`config.mk`:
```
export PLATFORM = sky130hd
export DESIGN_NAME = hbridge_direction_deadtime_flat
export DESIGN_NICKNAME = d
export VERILOG_FILES = /design/src/design/hbd_pkg.sv /design/src/design/hbd_req_if.sv /design/src/design/hbd_drv_if.sv /design/src/design/hbd_duty_cond.sv /design/src/design/hbd_drive.sv /design/src/design/hbd_out_skid.sv /design/src/design/hbridge_direction_deadtime.sv /design/src/flat_wrapper.sv
export SDC_FILE = /design/constraint.sdc
export NUM_CORES = 1
export LEC_CHECK = 0
export BUFFER_PORTS_ARGS = -buffer_cell sky130_fd_sc_hd__buf_2
export CAP_MARGIN = 20
export CORE_UTILIZATION = 35
export CTS_CLUSTER_DIAMETER = 100
export CTS_CLUSTER_SIZE = 28
export DETAILED_ROUTE_END_ITERATION = 10
export GPL_TIMING_DRIVEN = 1
export SLEW_MARGIN = 20
export SYNTH_ARGS = -nofsm -noshare
export SYNTH_HDL_FRONTEND = slang
export SYNTH_HIERARCHICAL = 1
export SYNTH_SLANG_ARGS = --single-unit
```
`constraint.sdc`:
```
create_clock -name clk -period 10.8 [get_ports clk]
set_input_delay 2.16 -clock clk [delete_from_list [all_inputs] [get_ports clk]]
set_output_delay 2.16 -clock clk [all_outputs]
set_load 0.05 [all_outputs]
```
`src/design/hbd_pkg.sv`:
```
// Shared types and constants for the H-bridge direction and dead-time driver.
package hbd_pkg;

  localparam int MAG_W   = 15;
  localparam int LIMIT_W = 15;
  localparam int DEAD_W  = 24;
  localparam int CFG_W   = 24;
  localparam int IDX_W   = 8;

  localparam logic [LIMIT_W-1:0] OVER_LIMIT_RST  = 15'd31130;
  localparam logic [LIMIT_W-1:0] UNDER_LIMIT_RST = 15'd1638;
  localparam logic [DEAD_W-1:0]  DEAD_TIME_RST   = 24'd10000;

  typedef enum logic [IDX_W-1:0] {
    IDX_OVER_LIMIT  = 8'd0,
    IDX_UNDER_LIMIT = 8'd1,
    IDX_DEAD_TIME   = 8'd2,
    IDX_REVERSE     = 8'd3
  } cfg_idx_t;

  typedef enum logic {
    REQ_DUTY = 1'b0,
    REQ_TICK = 1'b1
  } req_kind_t;

  typedef struct packed {
    logic [LIMIT_W-1:0] over_limit;
    logic [LIMIT_W-1:0] under_limit;
    logic [DEAD_W-1:0]  dead_time;
    logic               reverse;
  } cfg_t;

  typedef struct packed {
    logic             forward_pin;
    logic             backward_pin;
    logic [MAG_W-1:0] pwm_magnitude;
  } drv_t;

endpackage

```
`src/design/hbd_req_if.sv`:
```
// Request channel: duty requests and ticks.
interface hbd_req_if #(
  parameter int DUTY_BITS = 16
);
  logic                        valid;
  logic                        ready;
  logic                        req_type;
  logic signed [DUTY_BITS-1:0] duty_request;

  modport source (output valid, output req_type, output duty_request, input ready);
  modport sink   (input valid, input req_type, input duty_request, output ready);
endinterface

```
`src/design/hbd_drv_if.sv`:
```
// Drive channel: direction pins and PWM magnitude.
interface hbd_drv_if;
  logic        valid;
  logic        ready;
  logic        forward_pin;
  logic        backward_pin;
  logic [14:0] pwm_magnitude;

  modport source (output valid, output forward_pin, output backward_pin,
                  output pwm_magnitude, input ready);
  modport sink   (input valid, input forward_pin, input backward_pin,
                  input pwm_magnitude, output ready);
endinterface

```
`src/design/hbd_duty_cond.sv`:
```
// Duty conditioner: clamp to the over-limit, zero below the under-limit.
module hbd_duty_cond
  import hbd_pkg::*;
#(
  parameter int DUTY_BITS = 16
) (
  input  logic signed [DUTY_BITS-1:0] duty_in,
  input  cfg_t                        cfg,
  output logic signed [DUTY_BITS-1:0] duty_out
);

  // wide enough for the duty range and for plus or minus a 15-bit limit
  localparam int CW = ((DUTY_BITS > LIMIT_W + 1) ? DUTY_BITS : LIMIT_W + 1) + 1;

  logic signed [CW-1:0] d_ext;
  logic signed [CW-1:0] lim;
  logic signed [CW-1:0] under;
  logic signed [CW-1:0] clamped;
  logic signed [CW-1:0] mag;

  always_comb begin
    d_ext = CW'(duty_in);
    lim   = $signed({{(CW-LIMIT_W){1'b0}}, cfg.over_limit});
    under = $signed({{(CW-LIMIT_W){1'b0}}, cfg.under_limit});
    clamped = d_ext;
    if (d_ext > lim) begin
      clamped = lim;
    end else if (d_ext < -lim) begin
      clamped = -lim;
    end
    mag = (clamped < 0) ? -clamped : clamped;
    if (mag < under) begin
      clamped = '0;
    end
    // clamped never leaves the input range, so the cut is lossless
    duty_out = clamped[DUTY_BITS-1:0];
  end

endmodule

```
`src/design/hbd_drive.sv`:
```
// Drive state: stored duty, direction, dead-time counter and pin decode.
module hbd_drive
  import hbd_pkg::*;
#(
  parameter int TIMER_BITS = 24,
  parameter int DUTY_BITS  = 16
) (
  input  logic                        clk,
  input  logic                        rst,
  input  logic                        load,
  input  logic                        tick,
  input  logic signed [DUTY_BITS-1:0] duty_in,
  input  cfg_t                        cfg,
  output drv_t                        result
);

  localparam int EW = (TIMER_BITS > DEAD_W) ? TIMER_BITS : DEAD_W;
  localparam int MW = DUTY_BITS + MAG_W + 1;

  logic signed [DUTY_BITS-1:0] stored_duty;
  logic                        last_direction;
  logic [TIMER_BITS-1:0]       elapsed_ticks;

  logic [TIMER_BITS-1:0] elapsed_next;
  logic                  last_direction_next;
  logic                  in_dead;
  logic signed [MW-1:0]  duty_wide;
  logic signed [MW-1:0]  mag_wide;

  always_comb begin
    elapsed_next        = (elapsed_ticks != '1) ? elapsed_ticks + 1'b1 : elapsed_ticks;
    last_direction_next = last_direction;
    // direction change restarts the dead time
    if (stored_duty > 0 && last_direction) begin
      elapsed_next        = '0;
      last_direction_next = 1'b0;
    end
    if (stored_duty < 0 && !last_direction) begin
      elapsed_next        = '0;
      last_direction_next = 1'b1;
    end
    in_dead = EW'(elapsed_next) < EW'(cfg.dead_time);

    duty_wide = MW'(stored_duty);
    mag_wide  = (duty_wide < 0) ? -duty_wide : duty_wide;

    if (in_dead || stored_duty == '0) begin
      // brake
      result.forward_pin   = 1'b1;
      result.backward_pin  = 1'b1;
      result.pwm_magnitude = '0;
    end else begin
      result.forward_pin   = (stored_duty > 0) ? !cfg.reverse : cfg.reverse;
      result.backward_pin  = (stored_duty > 0) ? cfg.reverse : !cfg.reverse;
      result.pwm_magnitude = mag_wide[MAG_W-1:0];
    end
  end

  always_ff @(posedge clk) begin
    if (rst) begin
      stored_duty    <= '0;
      last_direction <= 1'b0;
      elapsed_ticks  <= '0;
    end else begin
      if (load) begin
        stored_duty <= duty_in;
      end
      if (tick) begin
        elapsed_ticks  <= elapsed_next;
        last_direction <= last_direction_next;
      end
    end
  end

endmodule

```
`src/design/hbd_out_skid.sv`:
```
// Output register with a skid entry so input flow survives one stalled item.
module hbd_out_skid
  import hbd_pkg::*;
(
  input  logic clk,
  input  logic rst,
  input  logic push,
  input  drv_t push_data,
  output logic space,
  hbd_drv_if.source drv
);

  logic out_valid;
  drv_t out_data;
  logic skid_valid;
  drv_t skid_data;
  logic pop;

  assign pop   = out_valid && drv.ready;
  assign space = !skid_valid;

  assign drv.valid         = out_valid;
  assign drv.forward_pin   = out_data.forward_pin;
  assign drv.backward_pin  = out_data.backward_pin;
  assign drv.pwm_magnitude = out_data.pwm_magnitude;

  always_ff @(posedge clk) begin
    if (rst) begin
      out_valid  <= 1'b0;
      skid_valid <= 1'b0;
    end else if (skid_valid) begin
      if (pop) begin
        out_data   <= skid_data;
        skid_valid <= 1'b0;
      end
    end else if (push) begin
      if (!out_valid || pop) begin
        out_data  <= push_data;
        out_valid <= 1'b1;
      end else begin
        skid_data  <= push_data;
        skid_valid <= 1'b1;
      end
    end else if (pop) begin
      out_valid <= 1'b0;
    end
  end

endmodule

```
`src/design/hbridge_direction_deadtime.sv`:
```
// H-bridge driver top level: config registers, duty conditioning, drive, output.
// Throughput: one item per cycle while the skid entry is free. A tick's drive item
// goes to the output register, or to the skid entry on a stall, so one result can
// wait while the next item is taken. Duty requests give no output item.
// Reset (rst, synchronous): registers to defaults, duty zero, clockwise, counter
// zero so the dead time runs from reset, output empty.
module hbridge_direction_deadtime
  import hbd_pkg::*;
#(
  parameter int TIMER_BITS = 24,
  parameter int DUTY_BITS  = 16
) (
  input  logic             clk,
  input  logic             rst,
  input  logic             cfg_we,
  input  logic [IDX_W-1:0] cfg_index,
  input  logic [CFG_W-1:0] cfg_wdata,
  hbd_req_if.sink          req,
  hbd_drv_if.source        drv
);

  cfg_t cfg;

  // Configuration writes; unknown indexes fall through and are dropped.
  always_ff @(posedge clk) begin
    if (rst) begin
      cfg.over_limit  <= OVER_LIMIT_RST;
      cfg.under_limit <= UNDER_LIMIT_RST;
      cfg.dead_time   <= DEAD_TIME_RST;
      cfg.reverse     <= 1'b0;
    end else if (cfg_we) begin
      unique case (cfg_index)
        IDX_OVER_LIMIT:  cfg.over_limit  <= cfg_wdata[LIMIT_W-1:0];
        IDX_UNDER_LIMIT: cfg.under_limit <= cfg_wdata[LIMIT_W-1:0];
        IDX_DEAD_TIME:   cfg.dead_time   <= cfg_wdata[DEAD_W-1:0];
        IDX_REVERSE:     cfg.reverse     <= cfg_wdata[0];
        default: ;
      endcase
    end
  end

  logic                        space;
  logic                        accept;
  logic                        load;
  logic                        tick;
  logic signed [DUTY_BITS-1:0] duty_cond;
  drv_t                        result;

  // Accept whenever the skid entry is free; duty requests never need space
  // but sharing one ready keeps the handshake simple.
  assign req.ready = space;
  assign accept    = req.valid && space;
  assign load      = accept && (req.req_type == REQ_DUTY);
  assign tick      = accept && (req.req_type == REQ_TICK);

  hbd_duty_cond #(
    .DUTY_BITS(DUTY_BITS)
  ) u_cond (
    .duty_in (req.duty_request),
    .cfg     (cfg),
    .duty_out(duty_cond)
  );

  // State update and drive decode happen in the accepting cycle; the result
  // is captured by the output register below.
  hbd_drive #(
    .TIMER_BITS(TIMER_BITS),
    .DUTY_BITS (DUTY_BITS)
  ) u_drive (
    .clk    (clk),
    .rst    (rst),
    .load   (load),
    .tick   (tick),
    .duty_in(duty_cond),
    .cfg    (cfg),
    .result (result)
  );

  hbd_out_skid u_out (
    .clk      (clk),
    .rst      (rst),
    .push     (tick),
    .push_data(result),
    .space    (space),
    .drv      (drv)
  );

endmodule

```
`src/flat_wrapper.sv`:
```
// flat-port wrapper written by rule: the top's interface ports become plain ports
module hbridge_direction_deadtime_flat import hbd_pkg::*;
#(
  parameter int TIMER_BITS = 24,
  parameter int DUTY_BITS  = 16
)
  (clk, rst, cfg_we, cfg_index, cfg_wdata, req_valid, req_req_type, req_duty_request, req_ready, drv_valid, drv_forward_pin, drv_backward_pin, drv_pwm_magnitude, drv_ready);
  hbd_req_if #(.DUTY_BITS(DUTY_BITS)) req_i ();
  hbd_drv_if drv_i ();
  input  logic clk;
  input  logic rst;
  input  logic cfg_we;
  input  logic [IDX_W-1:0] cfg_index;
  input  logic [CFG_W-1:0] cfg_wdata;
  input wire logic [$bits(req_i.valid)-1:0] req_valid;
  input wire logic [$bits(req_i.req_type)-1:0] req_req_type;
  input wire logic [$bits(req_i.duty_request)-1:0] req_duty_request;
  output wire logic [$bits(req_i.ready)-1:0] req_ready;
  output wire logic [$bits(drv_i.valid)-1:0] drv_valid;
  output wire logic [$bits(drv_i.forward_pin)-1:0] drv_forward_pin;
  output wire logic [$bits(drv_i.backward_pin)-1:0] drv_backward_pin;
  output wire logic [$bits(drv_i.pwm_magnitude)-1:0] drv_pwm_magnitude;
  input wire logic [$bits(drv_i.ready)-1:0] drv_ready;
  assign req_i.valid = req_valid;
  assign req_i.req_type = req_req_type;
  assign req_i.duty_request = req_duty_request;
  assign req_ready = req_i.ready;
  assign drv_valid = drv_i.valid;
  assign drv_forward_pin = drv_i.forward_pin;
  assign drv_backward_pin = drv_i.backward_pin;
  assign drv_pwm_magnitude = drv_i.pwm_magnitude;
  assign drv_i.ready = drv_ready;
  hbridge_direction_deadtime #(.TIMER_BITS(TIMER_BITS), .DUTY_BITS(DUTY_BITS)) u_core (.clk(clk), .rst(rst), .cfg_we(cfg_we), .cfg_index(cfg_index), .cfg_wdata(cfg_wdata), .req(req_i), .drv(drv_i));
endmodule
```
Word-level counts from Yosys, hierarchy flattened:

Index checks and enable logic that the tools add are counted.

* memory bits (writable): 0
* latch bits: 0
* output and inout bits: 19
* word-level logic and storage cells: 86
* memories kept: 0
* input port bits: 54
* register bits: 132
* bits in read-only memories: 0

* shifts and indexed selects: 0
* equal/unequal tests: 6
* div/mod/pow operators: 0
* $lt $le $gt $ge: 7
* multiplexer cells: 24
* $add $sub $neg: 4
* multiply operators: 0
* bitwise gates (word level): 4
* reduce and logical (&&, ||, !) cells: 26

Operators with widths (count)
* 17-bit two-way mux: 8
* 24-bit two-way mux: 3
* 24-bit by 1-bit adder with 24-bit output (second input constant): 1
* 24-bit < comparator: 1
* 24-bit != test (second input constant): 1
* 16-bit by 17-bit < comparator with 1-bit output: 1
* 17-bit by 1-bit < comparator with 1-bit output (second input constant): 1
* 17-bit by 16-bit < comparator with 1-bit output: 1
* 15-bit negation with 17-bit output: 1
* 17-bit negation: 1
* 8-bit by 2-bit == test with 1-bit output (second input constant): 2
* 16-bit by 1-bit > comparator with 1-bit output (second input constant): 1
* 16-bit > comparator: 1
* 16-bit zero test: 1
* 16-bit by 1-bit < comparator with 1-bit output (second input constant): 1
* 16-bit two-way mux: 1
* 15-bit two-way mux: 1
* 15-bit negation: 1
* 1-bit two-way mux: 11
* 2-bit AND reduction: 5
* 8-bit by 1-bit == test with 1-bit output (second input constant): 1
* 8-bit zero test: 1
* 4-bit AND reduction: 2
* 2-bit nonzero test: 4
* other kinds (7): 19

Longest topological paths before layout:

Gate-level depths: netlist of run 1.

* depth after elaboration: 10
* gate-level depth with buffers: 33
* gate-level depth less buffers: 32

Cells and area by module:

Netlist of run 1, hierarchy kept.

By module, submodules not included
* hbd_drive: area each 3489.6 um^2, seq. area each 820.8 um^2, cells each 466, times used 1
* hbd_duty_cond: area each 2407.3 um^2, seq. area each 0.0 um^2, cells each 342, times used 1
* hbridge_direction_deadtime: area each 2378.5 um^2, seq. area each 1101.1 um^2, cells each 228, times used 1
* hbd_out_skid: area each 1353.8 um^2, seq. area each 1061.0 um^2, cells each 66, times used 1

Least setup slack after synthesis of run 1:

OpenSTA, ideal clock, no wires.

* kind: input port to flip-flop
* from: input req_duty_request[9]
* to: register u_core.u_drive.stored_duty[15]
* data arrival time: 7.161 ns
* setup time: 0.128 ns
* setup slack: 3.512 ns
* data required time: 10.672 ns
* stages: 27
* path buffers: 2
* cell sequence: ha_1 -> a21o_1 -> a21o_1 -> a221o_1 -> a221oi_4 -> or2_1 -> buf_4 -> buf_4 -> o211ai_1 -> o21ai_0 -> ha_1 -> o21ai_0 -> nor4_2 -> a21oi_1 -> xor2_1 -> ha_1 -> a21o_1 -> a21o_1 -> a21oi_1 -> o21ai_0 -> a21o_1 -> a211o_1 -> a311o_1 -> a41oi_2 -> a211oi_2 -> mux2i_1 -> nor2_1

* cells in the longest elaborated chain, start to end: 7
* elaborated cells on any way between the ends: 9
* classes of those cells: add/sub: 1; order compare: 4; mux: 4

Ends and longest elaborated chain
* start: declaration: RTL line flat_wrapper.sv:17 `input wire logic [$bits(req_i.duty_request)-1:0] req_duty_request;`
* 16-bit by 17-bit < comparator with 1-bit output: RTL line hbd_duty_cond.sv:28 `end else if (d_ext < -lim) begin`
* 17-bit two-way mux: RTL line hbd_duty_cond.sv:28
* 17-bit two-way mux *: RTL line hbd_duty_cond.sv:26 `if (d_ext > lim) begin`
* 17-bit negation or 17-bit by 1-bit < comparator with 1-bit output (tied branches): RTL line hbd_duty_cond.sv:31 `mag = (clamped < 0) ? -clamped : clamped;`
* 17-bit two-way mux: RTL line hbd_duty_cond.sv:31
* 17-bit by 16-bit < comparator with 1-bit output: RTL line hbd_duty_cond.sv:32 `if (mag < under) begin`
* 16-bit two-way mux *: RTL line hbd_duty_cond.sv:32
* named net u_core.duty_cond[15]: RTL line hbridge_direction_deadtime.sv:46 `logic signed [DUTY_BITS-1:0] duty_cond;`
* end signal: assignment: RTL line hbd_drive.sv:66 `stored_duty <= duty_in;`
* end: declaration: RTL line hbd_drive.sv:20 `logic signed [DUTY_BITS-1:0] stored_duty;`

Mark *: on every way through the listed nets, which the timed path passes. The rest lies on a longest branch.
A chain may end at the register's enable or synchronous reset.

Final worst setup path of run 1:

* from: register u_core/cfg[40] (netlist name)
* to: register u_core.u_drive.stored_duty[5]

* cells in the longest elaborated chain, start to end: 8
* elaborated cells on any way between the ends: 10
* classes of those cells: add/sub: 2; order compare: 4; mux: 4

Ends and longest elaborated chain (RTL line)
* 15-bit negation with 17-bit output: hbd_duty_cond.sv:28, hbd_duty_cond.sv:29
* 16-bit by 17-bit < comparator with 1-bit output: hbd_duty_cond.sv:28
* 17-bit two-way mux: hbd_duty_cond.sv:28
* 17-bit two-way mux *: hbd_duty_cond.sv:26
* 17-bit negation or 17-bit by 1-bit < comparator with 1-bit output (tied branches): hbd_duty_cond.sv:31
* 17-bit two-way mux: hbd_duty_cond.sv:31
* 17-bit by 16-bit < comparator with 1-bit output: hbd_duty_cond.sv:32
* 16-bit two-way mux *: hbd_duty_cond.sv:32
* named net u_core.duty_cond[5]: hbridge_direction_deadtime.sv:46

Marks and branches as above.

==> impl_metrics.csv, run 1 <==
group,metric,value,unit
global_route,grt_first_pass_wirelength,39010,µm
layout,area_growth,11.95,%
critical_path,r2r-start,"u_core/cfg[40]",
power,irDropWorstVdd,0.06336,mV
placement,post-dp-hpwl,17530,µm
cts,numCtsBuffers,17,
sta,clock_skew,0.01115,ns
global_route,grtUsageTotal,17.19,%
job,timing.max_cap.violations,0,
power,p_clk_share,45.5,%
sta,tightest_slew,1.120,ns
layout,fin_area,10780,µm²
floorplanning,die_w,167.9,µm
synth,synth_edf_count,34,
layout,num_antenna_cells,0,
placement,post_dp_cell_area,10180,µm²
synth,yosys_register_bits,132,
critical_path,critPathCaptureType,"flop",
global_route,grt.overflow.total,0,
critical_path,cp.required,11.08,ns
power,switching_power,0.3724,mW
critical_path,cp-start-kind,"flop",
floorplanning,die_y,167.9,µm
cts,cts-resized-gates,0,
sta,hold_slack,0.4736,ns
sta,rsz0062_at_grt,"no",
power,p_per_area,118.8,nW/µm²
placement,port_buffers,72,
sta,fmax,0.1226,GHz
global_route,grt_pass1_vias,7618,
min_path,hp-class,"reg2reg",
critical_path,max_stage_delay,0.47,ns
sta,hold_viol,0,
cts,clockBufferDepth,2,
sta,fin_crit_sh,75.53,%
synth,synth_nets,1228,
cts,cts_tree,"yes",
cts,cts-hold-fix-buffers,0,
power,comb_power_share,13.9,%
synth,ys.flop_type,"dfxtp_1",
power,switching_share,29.08,%
cts,worstSkewPairLatency,0.43,ns
critical_path,slowest_stage,"or3_1",
critical_path,worst_ep_arrival_time,8.43,ns
global_route,antenna_found_initial,0,
cts,htree_levels,4,
routing,drc,0,
power,p_seq_share,40.6,%
routing,routed_wl,23690,µm
layout,drive_above_1_share,14.34,%
synth,ys_types,89,
critical_path,crit_start,"u_core/cfg[40]",
synth,synth_top_area_share,20.37,%
sta,fin_crit,8.157,ns
floorplanning,io_pins,73,
sta,max_slew_margin,25.26,%
cts,clock_sinks,132,
routing,vias_per_cell,5.356,
status,outcome,"completed",
floorplanning,fp-row-count,60,
sta,final.setup.tns,0,ns
floorplanning,coreArea,26950,µm²
cts,clk_pin_slew,0.07,ns
placement,finalWeightedCongestion,0.8650,
min_path,hp-start,"u_core/cfg[1]",
synth,async_flop_share,0,%
power,internal_power,0.9081,mW
routing,dr.pass1.iters,5,
synth,seq_area_frac_synth,30.98,%
global_route,grt_max_degree,95,
synth,synth_top_area_cell,"dfxtp_1",
floorplanning,die_area,28180,µm²
power,leakagePower,4.559,nW
routing,vias,8029,
layout,fillers,2714,
routing,routedWlPerCell,15.81,µm
sta,maxSlewViolCount,0,
synth,yosys_warnings,6,
critical_path,criticalPathCategory,"reg2reg",
sta,setup_viol,0,
routing,first_iter_violations,598,
cts,root_buffer,"clkbuf_16",
cts,post_cts.repair.setup_buffers,0,
synth,synth.avg_cell_area,8.738,µm²
layout,final_nets,1271,
synth,synth_area_leaders,"dfxtp_1, edfxtp_1, ha_1",
synth,synth_cells,1102,
routing,drtAntennaViolNets,0,
synth,netlist_area,9629,µm²
critical_path,crit_fanout,14,
floorplanning,initial_core_util,35.73,%
[registers in the layout, indices dropped and copies added (netlist names), 15 cells and up]
name	count
u_core/u_drive/elapsed_ticks	24
u_core/u_drive/stored_duty	16
u_core/u_out/skid_data	17
u_core/u_out/drv.pwm_magnitude	15
u_core/cfg	55
[cells by family after synthesis]
| group | after synthesis | synth area share [%] |
|---|---|---|
| AO/OA/AOI/OAI | 232 | 16.41 |
| XOR/XNOR | 57 | 5.185 |
| adder cells (fa/ha/maj) | 72 | 9.355 |
| buffers and inverters | 127 | 6.042 |
| flip-flops | 132 | 30.98 |
| multiplexers | 93 | 9.888 |
| AND/OR/NAND/NOR | 389 | 22.14 |
[critical path, delay by kind of cell (launching register included)]
kind | cells | cell delay (ns)
compound gates | 15 | 3.39
simple gates | 10 | 2.75
fa+ha+maj | 4 | 1.07
flops | 1 | 0.38
xor+xnor | 1 | 0.16
mux | 1 | 0.16
buf+inv | 1 | 0.10
[cell usage in the layout (no fill, tap or decap), types with 6 or more instances in the layout]
master	n
a211oi_1	12
a21o_1	16
a21oi_1	69
a31oi_1	8
a32o_1	10
and2_1	6
and3_1	10
and4_1	6
buf_2	71
buf_4	10
clkbuf_16	17
dfxtp_1	98
edfxtp_1	34
ha_1	72
inv_1	68
inv_6	7
mux2_2	17
mux2i_1	76
nand2_1	53
nand2b_1	64
nand3_1	22
nand4_1	19
nor2_1	118
nor2b_1	15
nor3_1	20
nor4_1	10
o21ai_0	44
o21ai_1	6
o22ai_1	7
xnor2_1	36
xor2_1	21
[power by group through the flow]
stage                     combinational [mW]  clock [mW]  sequential (mW)
final                                  0.178       0.583            0.520
after global routing                   0.197       0.619            0.521
after CTS                              0.177       0.598            0.520
after detailed placement               0.176           0            0.531
after global placement                 0.174           0            0.531
after floorplan                        0.121           0            0.535
[metrics by stage]
stage	setup WS, ns	cells	total power, mW	utilization (%)
after floorplan	3.512	1102	0.6553	-
after global placement	2.181	1466	0.7048	37.77
after detailed placement	2.000	1466	0.7069	37.77
after CTS	2.402	1498	1.295	39.95
after global routing	2.073	1499	1.336	40.00
final	2.643	1499	1.281	40.00
[worst paths after layout]
check | end | slack (ns) | cells past startpoint
min reg2reg | u_core/cfg[1] | 0.47 | 2
max | u_core/u_drive/stored_duty[5] | 2.64 | 32
max reg2reg | u_core/u_drive/stored_duty[5] | 2.64 | 32
min | u_core/cfg[1] | 0.47 | 2
[routing by layer]
| layer | global-route usage [%] | vias to the layer above | share of wire [%] |
|---|---|---|---|
| met1 | 24.50 | 3765 | 51 |
| met4 | 5.305 | 0 | 1.3 |
| met5 | 0 | - | 0 |
| met3 | 2.492 | 20 | 4.0 |
| li1 | - | 4071 | - |
| met2 | 26.63 | 173 | 44 |
[synthesized netlist by cell type, drive strengths merged (5+ instances only)]
master    n
xnor2    36
nand2b   65
and4      6
o21a      6
nand4    20
or3       5
xor2     21
mux2     17
nand3    22
nand2    54
clkbuf   37
a31oi     8
buf      21
and2      6
nor4     14
a21oi    69
ha       72
o22ai     7
o21ai    51
nor2    119
dfxtp    98
a32o     10
a22oi     5
a21o     16
nor2b    15
nor3     25
mux2i    76
o31ai     5
and3     10
inv      69
a211oi   14
or4       7
edfxtp   34
[cell type report]
| class | count | area (µm²) | area share, % |
|---|---|---|---|
| flip-flops and latches | 132 | 2983 | 27.67 |
| clock buffers | 17 | 425.4 | 3.946 |
| repair buffers | 82 | 442.9 | 4.109 |
| well taps | 341 | 426.7 | 3.958 |
| multi-input cells | 843 | 6080 | 56.40 |
| inverters | 69 | 259.0 | 2.403 |
| clock inverters | 15 | 163.9 | 1.520 |
(Power assumes the default switching activity.)
==> run 2: changes to the inputs <==
- clock period: 10.8 -> 7.7 ns (I/O delays scaled with it)
==> impl_metrics.csv, run 2 (same netlist as run 1, synthesis figures left out) <==
group,metric,value,unit
min_path,hold_path_end,"u_core/cfg[24]",
critical_path,path_delay_family,"compound AO/OA/AOI/OAI gates",
power,irDropWorstVdd,0.1262,mV
sta,fin_crit,7.158,ns
routing,vias_per_cell,5.334,
critical_path,critPathCaptureType,"flop",
sta,tightest_slew,1.088,ns
global_route,grt.overflow.total,0,
cts,worstSkewPairLatency,0.42,ns
floorplanning,initial_core_util,35.73,%
min_path,hp-class,"reg2reg",
cts,clk_pin_slew,0.07,ns
layout,layout_commonest_cell,"nor2_1",
sta,setup_viol,0,
floorplanning,die_w,167.9,µm
routing,vias,8075,
floorplanning,fp-row-count,60,
sta,rsz0062_at_grt,"no",
global_route,antenna_found_initial,0,
critical_path,cp_num_buf_inv,2,
layout,area_growth,13.54,%
min_path,hold_depth,2,
placement,finalWeightedCongestion,0.8686,
critical_path,criticalPathCategory,"reg2reg",
cts,htree_levels,4,
layout,num_antenna_cells,0,
cts,numCtsBuffers,17,
cts,cts-hold-fix-buffers,0,
routing,drc,0,
sta,clock_skew,0.01048,ns
global_route,grtUsageTotal,17.33,%
sta,fmax,0.1397,GHz
global_route,grt_first_pass_wirelength,39210,µm
critical_path,cp.required,7.97,ns
critical_path,slowest_stage,"or3_1",
global_route,grt_pass1_vias,7563,
power,finalPower,1.818,mW
layout,max_flop_register,"u_core/cfg",
layout,final_nets,1286,
floorplanning,io_pins,73,
sta,fin_crit_sh,92.96,%
status,outcome,"completed",
power,p_per_area,166.2,nW/µm²
layout,largest_register_ffs,55,
critical_path,crit_start,"u_core/cfg[40]",
placement,post-dp-hpwl,17770,µm
layout,drive_above_1_share,15.86,%
layout,layout_common_cells,"nor2_1, dfxtp_1, mux2i_1, ha_1, buf_2",
critical_path,crit_fanout,7,
routing,routed_wl,23840,µm
cts,cts_tree,"yes",
sta,maxSlewViolCount,0,
sta,hold_viol,0,
routing,drtAntennaViolNets,0,
cts,clock_sinks,132,
critical_path,worst_ep_arrival_time,7.43,ns
sta,final.setup.tns,0,ns
layout,reg_top3,"u_core/cfg x55, u_core/u_drive/elapsed_ticks x24, u_core/u_out/skid_data x17",
min_path,hp-start,"u_core/cfg[24]",
power,leakagePower,4.624,nW
cts,root_buffer,"clkbuf_16",
job,timing.max_cap.violations,0,
sta,max_slew_margin,27.48,%
floorplanning,die_area,28180,µm²
critical_path,ff2ff_setup_slack,0.54,ns
routing,routedWlPerCell,15.75,µm
critical_path,r2r-start,"u_core/cfg[40]",
critical_path,worstRegToRegCells,30,
critical_path,max_stage_delay,0.47,ns
critical_path,cp-start-kind,"flop",
floorplanning,die_y,167.9,µm
cts,clockBufferDepth,2,
critical_path,worstReg2RegEnd,"u_core/u_drive/stored_duty[0]",
routing,dr.pass1.iters,7,
routing,first_iter_violations,605,
placement,port_buffers,72,
floorplanning,coreArea,26950,µm²
global_route,grt_max_degree,105,
## run 2: power by group
part	leakage, nW	internal (mW)	switching (mW)
combinational	3.21	0.101	0.158
sequential	1.11	0.718	0.0112
clock	0.297	0.467	0.364
## run 2: worst max-delay path by stage
stage / endpoint / slack (ns) / depth (start not counted)
after floorplan: u_core/u_drive/stored_duty[15] / 1.03 / 27
after global placement: u_core/u_drive/stored_duty[6] / 0.37 / 30
after detailed placement: u_core/u_drive/stored_duty[0] / 0.38 / 30
after CTS: u_core/u_drive/stored_duty[0] / 0.33 / 30
after global routing: u_core/u_drive/stored_duty[1] / 0.02 / 30
final: u_core/u_drive/stored_duty[0] / 0.54 / 30
## run 2: what timing repair did
action                     4_1_cts  5_1_grt
setup buffers                    0        3
gates resized for setup          0        6
setup endpoints to repair        0       16
## run 2: cell type report
type / count / area [µm²]
clock buffer: 17 / 425.4
clock inverter: 15 / 170.2
fill: 2733 / 16020
inverter: 69 / 259.0
multi-input combinational: 843 / 6111
sequential: 132 / 2983
tap: 341 / 426.7
timing repair buffer: 97 / 558.0
## run 2: worst reg2reg max path: cells and delay by family (launching register included)
family	cells	cell delay, ns
flops	1	0.38
buf+inv	2	0.32
compound gates	13	2.82
fa+ha+maj	3	0.66
mux	2	0.42
xor+xnor	1	0.16
simple gates	9	2.22
## run 2: metal layers
metal | vias to the layer above | share of wire (%) | track usage, %
met1 | 3792 | 52 | 25.31
li1 | 4096 | - | -
met4 | 0 | 1.3 | 4.747
met2 | 166 | 43 | 26.36
met5 | - | 0 | 0
met3 | 21 | 3.6 | 2.492
## run 2: metrics by stage
step	util, %	setup slack, ns	hold slack [ns]	std cells	instance area (µm²)
after floorplan	-	1.032	0.4471	1102	9629
after global placement	38.10	0.3719	0.4632	1478	10270
after detailed placement	38.10	0.3832	0.4676	1478	10270
after CTS	40.31	0.3279	0.4784	1510	10860
after global routing	40.57	0.02028	0.4995	1514	10930
final	40.57	0.5418	0.4739	1514	10930
